===== config.mk =====
export PLATFORM = sky130hd
export DESIGN_NAME = tps_ctrl
export DESIGN_NICKNAME = d
export VERILOG_FILES = /design/src/sv/tps_pkg.sv /design/src/sv/tps_ctrl.sv
export VERILOG_INCLUDE_DIRS = /design/src /design/src/sv
export SDC_FILE = /design/constraint.sdc
export NUM_CORES = 1
export LEC_CHECK = 0
export BUFFER_PORTS_ARGS = -buffer_cell sky130_fd_sc_hd__buf_2
export CORE_ASPECT_RATIO = 1.75
export CORE_MARGIN = 5
export CORE_UTILIZATION = 30
export DETAILED_ROUTE_END_ITERATION = 6
export GPL_TIMING_DRIVEN = 0
export PLACE_DENSITY = 0.58
export SLEW_MARGIN = 5
export SYNTH_ARGS = -nofsm -noshare
export SYNTH_HDL_FRONTEND = slang
export SYNTH_SLANG_ARGS = --single-unit

===== constraint.sdc =====
create_clock -name i_clk -period 2.1 [get_ports i_clk]
set_input_delay 0 -clock i_clk [delete_from_list [all_inputs] [get_ports i_clk]]
set_output_delay 0 -clock i_clk [all_outputs]
set_load 0.05 [all_outputs]

===== src/sv/two_pass_stats_histogram_defines.svh =====
// assertion macros of the two-pass statistics engine, used by its sequencing state machine
`ifndef TWO_PASS_STATS_HISTOGRAM_DEFINES_SVH
`define TWO_PASS_STATS_HISTOGRAM_DEFINES_SVH
`ifndef SYNTHESIS
// same-cycle implication, disabled in reset
`define TPS_ASSERT_NOW(lbl, clk, rst_n, ante, cons) \
    lbl: assert property (@(posedge clk) disable iff (!rst_n) (ante) |-> (cons)) \
        else $error("tps check failed");
// next-cycle implication, disabled in reset
`define TPS_ASSERT_NEXT(lbl, clk, rst_n, ante, cons) \
    lbl: assert property (@(posedge clk) disable iff (!rst_n) (ante) |=> (cons)) \
        else $error("tps check failed");
`else
`define TPS_ASSERT_NOW(lbl, clk, rst_n, ante, cons)
`define TPS_ASSERT_NEXT(lbl, clk, rst_n, ante, cons)
`endif
`endif


===== src/sv/tps_pkg.sv =====
// types, codes and helpers of the two-pass statistics engine
package tps_pkg;

    localparam int SAMPLE_W = 16;
    localparam int CNT_W    = 32;
    localparam int SUM_W    = 48;
    localparam int SQ_W     = 62;
    localparam int DEV_W    = 64;
    localparam int NB_W     = 9;
    localparam int BI_W     = 8;
    localparam int OP_W     = 3;
    localparam int SPAN_W   = 17;
    localparam int NUM_W    = 26;
    localparam int DIV_W    = 64;
    localparam int DVS_W    = 32;
    localparam int ITER_W   = 7;
    localparam int MAG_W    = 49;

    localparam logic [CNT_W-1:0]        CNT_MAX = '1;
    localparam logic signed [SUM_W-1:0] SUM_MAX = {1'b0, {(SUM_W-1){1'b1}}};
    localparam logic signed [SUM_W-1:0] SUM_MIN = {1'b1, {(SUM_W-1){1'b0}}};
    localparam logic [SQ_W-1:0]         SQ_MAX  = '1;
    localparam logic [DEV_W-1:0]        DEV_MAX = '1;
    localparam logic [ITER_W-1:0]       ITERS_FULL = 7'd64;
    localparam logic [ITER_W-1:0]       ITERS_HALF = 7'd32;

    typedef enum logic [OP_W-1:0] {
        OP_SAMPLE  = 3'd0,
        OP_RESTART = 3'd1,
        OP_PASS2   = 3'd2,
        OP_READ    = 3'd3,
        OP_FORCE   = 3'd4
    } t_op;

    typedef enum logic [3:0] {
        S_INIT,
        S_IDLE,
        S_DECODE,
        S_P1_ACC,
        S_P2_MUL,
        S_P2_ACC,
        S_BIN_DIV,
        S_DIV_MEAN,
        S_DIV_MSQ,
        S_CLEAR,
        S_RD,
        S_RD_WAIT,
        S_DONE
    } t_state;

    typedef enum logic [1:0] {
        DIV_MEAN,
        DIV_MSQ,
        DIV_BIN
    } t_div_sel;

    typedef enum logic [2:0] {
        CLS_UNDER,
        CLS_OVER,
        CLS_LAST,
        CLS_ZERO,
        CLS_DIV
    } t_cls;

    typedef struct packed {
        logic     load_in;
        logic     p1_mul;
        logic     p1_acc;
        logic     p2_prep;
        logic     p2_mul;
        logic     p2_acc;
        logic     div_start;
        t_div_sel div_sel;
        logic     span_latch;
        logic     zero_stats;
        logic     mean_latch;
        logic     msq_latch;
        logic     clear_all;
        logic     clear_second;
        logic     sweep_step;
        logic     addr_load;
        logic     mem_rd;
        logic     cell_inc;
        logic     bc_mem;
        logic     bc_above;
        logic     force_bounds;
        logic     out_load;
    } t_cmd;

    typedef struct packed {
        logic [OP_W-1:0] op;
        logic            pass;
        logic            count_zero;
        logic            bin_ok;
        t_cls            cls;
        logic            sweep_last;
        logic            div_done;
    } t_stat;

    function automatic logic [CNT_W-1:0] inc32(input logic [CNT_W-1:0] c);
        return (c == CNT_MAX) ? c : c + 1'b1;
    endfunction

endpackage


===== src/sv/tps_ctrl.sv =====
// sequencing state machine of the two-pass statistics engine
`include "two_pass_stats_histogram_defines.svh"
module tps_ctrl (
    input  logic            i_clk,
    input  logic            i_rst_n,
    input  logic            i_in_valid,
    output logic            o_in_ready,
    output logic            o_out_valid,
    input  logic            i_out_ready,
    output tps_pkg::t_cmd   o_cmd,
    input  tps_pkg::t_stat  i_stat
);
    import tps_pkg::*;

    t_state r_state;
    t_state n_state;
    logic   r_out_valid;
    t_cmd   cmd;

    always_ff @(posedge i_clk) begin
        if (!i_rst_n) begin
            r_state     <= S_INIT;
            r_out_valid <= 1'b0;
        end else begin
            r_state <= n_state;
            if (cmd.out_load) begin
                r_out_valid <= 1'b1;
            end else if (i_out_ready) begin
                r_out_valid <= 1'b0;
            end
        end
    end

    always_comb begin
        cmd         = '0;
        cmd.div_sel = DIV_MEAN;
        n_state     = r_state;
        unique case (r_state)
            S_INIT: begin
                cmd.sweep_step = 1'b1;
                if (i_stat.sweep_last) begin
                    n_state = S_IDLE;
                end
            end
            S_IDLE: begin
                if (i_in_valid) begin
                    cmd.load_in = 1'b1;
                    n_state     = S_DECODE;
                end
            end
            S_DECODE: begin
                unique case (t_op'(i_stat.op))
                    OP_SAMPLE: begin
                        if (i_stat.pass) begin
                            cmd.p2_prep = 1'b1;
                            n_state     = S_P2_MUL;
                        end else begin
                            cmd.p1_mul = 1'b1;
                            n_state    = S_P1_ACC;
                        end
                    end
                    OP_RESTART: begin
                        cmd.clear_all = 1'b1;
                        n_state       = S_CLEAR;
                    end
                    OP_PASS2: begin
                        priority if (!i_stat.pass && !i_stat.count_zero) begin
                            cmd.span_latch = 1'b1;
                            cmd.div_start  = 1'b1;
                            cmd.div_sel    = DIV_MEAN;
                            n_state        = S_DIV_MEAN;
                        end else if (!i_stat.pass) begin
                            cmd.span_latch   = 1'b1;
                            cmd.zero_stats   = 1'b1;
                            cmd.clear_second = 1'b1;
                            n_state          = S_CLEAR;
                        end else begin
                            cmd.clear_second = 1'b1;
                            n_state          = S_CLEAR;
                        end
                    end
                    OP_READ: begin
                        if (i_stat.bin_ok) begin
                            cmd.addr_load = 1'b1;
                            n_state       = S_RD;
                        end else begin
                            cmd.bc_above = 1'b1;
                            n_state      = S_DONE;
                        end
                    end
                    OP_FORCE: begin
                        cmd.force_bounds = !i_stat.pass;
                        n_state          = S_DONE;
                    end
                    default: begin
                        n_state = S_DONE;
                    end
                endcase
            end
            S_P1_ACC: begin
                cmd.p1_acc = 1'b1;
                n_state    = S_DONE;
            end
            S_P2_MUL: begin
                cmd.p2_mul = 1'b1;
                n_state    = S_P2_ACC;
            end
            S_P2_ACC: begin
                cmd.p2_acc = 1'b1;
                unique case (i_stat.cls)
                    CLS_UNDER, CLS_OVER: begin
                        n_state = S_DONE;
                    end
                    CLS_DIV: begin
                        cmd.div_start = 1'b1;
                        cmd.div_sel   = DIV_BIN;
                        n_state       = S_BIN_DIV;
                    end
                    default: begin
                        cmd.addr_load = 1'b1;
                        n_state       = S_RD;
                    end
                endcase
            end
            S_BIN_DIV: begin
                cmd.div_sel = DIV_BIN;
                if (i_stat.div_done) begin
                    cmd.addr_load = 1'b1;
                    n_state       = S_RD;
                end
            end
            S_DIV_MEAN: begin
                if (i_stat.div_done) begin
                    cmd.mean_latch = 1'b1;
                    cmd.div_start  = 1'b1;
                    cmd.div_sel    = DIV_MSQ;
                    n_state        = S_DIV_MSQ;
                end
            end
            S_DIV_MSQ: begin
                cmd.div_sel = DIV_MSQ;
                if (i_stat.div_done) begin
                    cmd.msq_latch    = 1'b1;
                    cmd.clear_second = 1'b1;
                    n_state          = S_CLEAR;
                end
            end
            S_CLEAR: begin
                cmd.sweep_step = 1'b1;
                if (i_stat.sweep_last) begin
                    n_state = S_DONE;
                end
            end
            S_RD: begin
                cmd.mem_rd = 1'b1;
                n_state    = S_RD_WAIT;
            end
            S_RD_WAIT: begin
                if (t_op'(i_stat.op) == OP_READ) begin
                    cmd.bc_mem = 1'b1;
                end else begin
                    cmd.cell_inc = 1'b1;
                end
                n_state = S_DONE;
            end
            S_DONE: begin
                if (!r_out_valid || i_out_ready) begin
                    cmd.out_load = 1'b1;
                    n_state      = S_IDLE;
                end
            end
            default: begin
                n_state = S_IDLE;
            end
        endcase
    end

    assign o_cmd       = cmd;
    assign o_in_ready  = (r_state == S_IDLE);
    assign o_out_valid = r_out_valid;

    `TPS_ASSERT_NEXT(a_accept_decodes, i_clk, i_rst_n, r_state == S_IDLE && i_in_valid, r_state == S_DECODE)
    `TPS_ASSERT_NEXT(a_div_start_clears_done, i_clk, i_rst_n, cmd.div_start, !i_stat.div_done)
    `TPS_ASSERT_NOW(a_load_when_free, i_clk, i_rst_n, cmd.out_load, !r_out_valid || i_out_ready)

endmodule


==> flow_metrics.env <==
export IMPL_final_cell_area_um2=1160
export IMPL_wl_um=2910
export IMPL_clockBufferDepth=2
export IMPL_slew_viol_final=0
export IMPL_synth_area_um2=860
export IMPL_synth_edf_count=0
export IMPL_drt_iter0_markers=49
export IMPL_nets=175
export IMPL_fin_crit_ns=1.91
export IMPL_setup_viol=0
export IMPL_wl_per_cell_um=15.7
export IMPL_die_height_um=80.8
export IMPL_n_fill_cell=284
export IMPL_hold_class="input port to flip-flop"
export IMPL_cp_end_kind="output port"
export IMPL_wl_met3_um=246
export IMPL_grt_usage_pct=13.9
export IMPL_vias=1078
export IMPL_grt_first_pass_wirelength_um=4620
export IMPL_max_freq_mhz=524
export IMPL_m1WireLength_um=1050
export IMPL_core_area_um2=2720
export IMPL_cts_sinks=5
export IMPL_synth_area_per_cell_um2=7.28
export IMPL_skew_ns=0.00165
export IMPL_die_x_um=50.5
export IMPL_cap_violations=0
export IMPL_initial_core_util_pct=31.6
export IMPL_status="finished, final reports clean"
export IMPL_critPathKind="flip-flop to output port"
export IMPL_holdWs_ns=0.0976
export IMPL_fin_cells=186
export IMPL_dr_max_layer_used="met4"
export IMPL_switching_share_pct=46.1
export IMPL_routabilityCongestion=0.823
export IMPL_powerDensity_nw_per_um2=568
export IMPL_syn_to_final_growth_pct=35.1
export IMPL_clk_pin_slew_ns=0.04
export IMPL_dp_cells=182
export IMPL_critPathLaunchType="flip-flop"
export IMPL_ys_types=47
export IMPL_cp_required_ns=2.10
export IMPL_ctsHoldBuffers=0
export IMPL_hold_viol_final=0
export IMPL_combinationalPowerShare_pct=57.2
export IMPL_max_vdd_ir_drop_mv=0.330
export IMPL_die_area_um2=4080
export IMPL_post_route_period_util_pct=90.8
export IMPL_grt_pass1_vias=1032
export IMPL_power_w=0.000659
export IMPL_ios=40
export IMPL_place_area_um2=1110
export IMPL_arrival_ns=1.91
export IMPL_async_reset_ff_share_pct=0
export IMPL_syn_nets=133
export IMPL_cell_internal_pwr_w=0.000355
export IMPL_power_frac_clock_pct=26.7
export IMPL_grt_max_degree=11
export IMPL_final_antenna_net_count=0
export IMPL_drc=0
export IMPL_cts_tree="built"
export IMPL_synth_seq_area_share_pct=11.6
export IMPL_slew_headroom_pct=51.7
export IMPL_overflow=0
export IMPL_netlist_instances=118
export IMPL_worstMarginPinSlew_ns=0.717
export IMPL_first_pass_iters=5
export IMPL_drive_above_1_share_pct=39.6
export IMPL_antenna_found_initial=0
export IMPL_rsz0062_at_grt="no"
export IMPL_switchingPower_w=0.000304
export IMPL_rows=25
export IMPL_met2_length_um=1530
export IMPL_pwr_share_seq_pct=16.2
export IMPL_cts_max_level=1
export IMPL_cts_buffers=3
export IMPL_dp_hpwl_um=2380
export IMPL_vias_per_cell=5.80
export IMPL_io_buffer_count=37
export IMPL_ys_flop_type="dfxtp_1"
export IMPL_diodes=0
export IMPL_yosys_warnings=0
export IMPL_synth_seq_cells=5
export IMPL_clock_latency_ns=0.22
export IMPL_critPathMaxFanout=10
export IMPL_p_leak_nw=0.506
export IMPL_ctsRootBufferMaster="clkbuf_8"
-- per-layer routing --
layer  track usage [%]  vias to the layer above
li1                  -                      532
met1              14.6                      480
met2              25.7                       58
met3              1.83                        8
met4              7.67                        0
met5                 0                        -
-- per-stage QoR --
step                setup TNS (ns)  utilization [%]  setup slack [ns]
floorplan                   -0.552                -            -0.171
global placement                 0             40.7             0.277
detailed placement               0             40.7             0.269
CTS                              0             42.3            0.0925
global route                     0             42.7            0.0838
finish                           0             42.7             0.192
-- synthesized netlist by cell type, types with 2 or more instances --
master     n  area (µm²)
nor4_1     3        18.8
clkbuf_1   4        15.0
or3_1      2        12.5
nand2_1    6        22.5
nor2b_1    4        25.0
nor3b_1    4        30.0
nand2b_1   6        37.5
nor3_1     7        35.0
and3_1     2        12.5
o311ai_0   2        17.5
nor2_1    10        37.5
o21ai_0    4        20.0
nor4b_2    2        30.0
and2_1     2        12.5
a211oi_1   2        15.0
buf_2      6        30.0
a221oi_1   2        17.5
inv_1      7        26.3
nand3_1    3        15.0
buf_6      2        22.5
a211o_1    2        17.5
a21oi_1    5        25.0
nand3b_1   2        15.0
dfxtp_1    5         100
o31ai_1    2        15.0
-- state kept, by name (all words and copies together), names as in the netlist --
signal	count
r_state	4
o_out_valid	1
-- area by class of cell --
type / instances / area, µm² / area share, %
multi-input cells: 94 / 703 / 60.6
repair buffers: 37 / 185 / 15.9
flip-flops and latches: 5 / 100 / 8.62
plain buffers: 12 / 67.6 / 5.82
clock buffers: 4 / 45.0 / 3.88
well taps: 27 / 33.8 / 2.91
inverters: 7 / 26.3 / 2.26
-- cell usage in the layout (no fill, tap or decap), types with 2 or more instances in the layout --
master	n
and3_1	2
clkbuf_1	5
nor3_1	5
dfxtp_1	5
nand2_1	6
nand3_1	3
a21oi_1	5
clkbuf_8	3
o21ai_0	4
nor3_2	2
o31ai_1	2
a211oi_1	2
nor4b_2	2
o311ai_0	2
a211o_1	2
or3_1	2
buf_6	2
nor4_1	3
nand2b_1	6
buf_2	43
nand3b_1	2
inv_1	7
nor2_1	9
a221oi_1	2
nor2b_1	4
nor3b_1	2
nor3b_2	2
and2_1	2
-- kinds of logic after synthesis --
kind of cell           Yosys count  share of synthesized area [%]
AO/OA/AOI/OAI                   32                           32.8
AND/OR/NAND/NOR                 61                           43.7
buffers and inverters           19                           10.9
flip-flops                       5                           11.6
XOR/XNOR                         1                           1.02
-- power groups by stage --
stage               logic (W)  registers [W]  clock network [W]
finish               0.000377       0.000107           0.000176
global route         0.000411       0.000107           0.000193
CTS                  0.000373       0.000107           0.000182
detailed placement   0.000372       0.000108                  0
global placement     0.000363       0.000108                  0
floorplan            0.000287       0.000108                  0
-- final timing paths --
kind | from | end | slack (ns) | depth (start not counted)
worst min-delay path | i_out_ready | o_out_valid | 0.1 | 4
worst max register to register | r_state[1] | r_state[1] | 0.34 | 6
worst max-delay path | r_state[2] | o_cmd[16] | 0.19 | 6
worst min register to register | o_out_valid | o_out_valid | 0.63 | 3
-- critical path, cell delays in order, from the launching register on --
cell	delay (ns)
dfxtp_1	0.29
buf_6	0.13
buf_2	0.20
nor4b_4	0.36
nand3_1	0.19
o31ai_1	0.22
buf_2	0.30
-- repair_timing --
action,4_1_cts,5_1_grt
setup buffers,0,0
resized for setup,0,1
setup endpoints to repair,0,2
(Power assumes the default switching activity.)
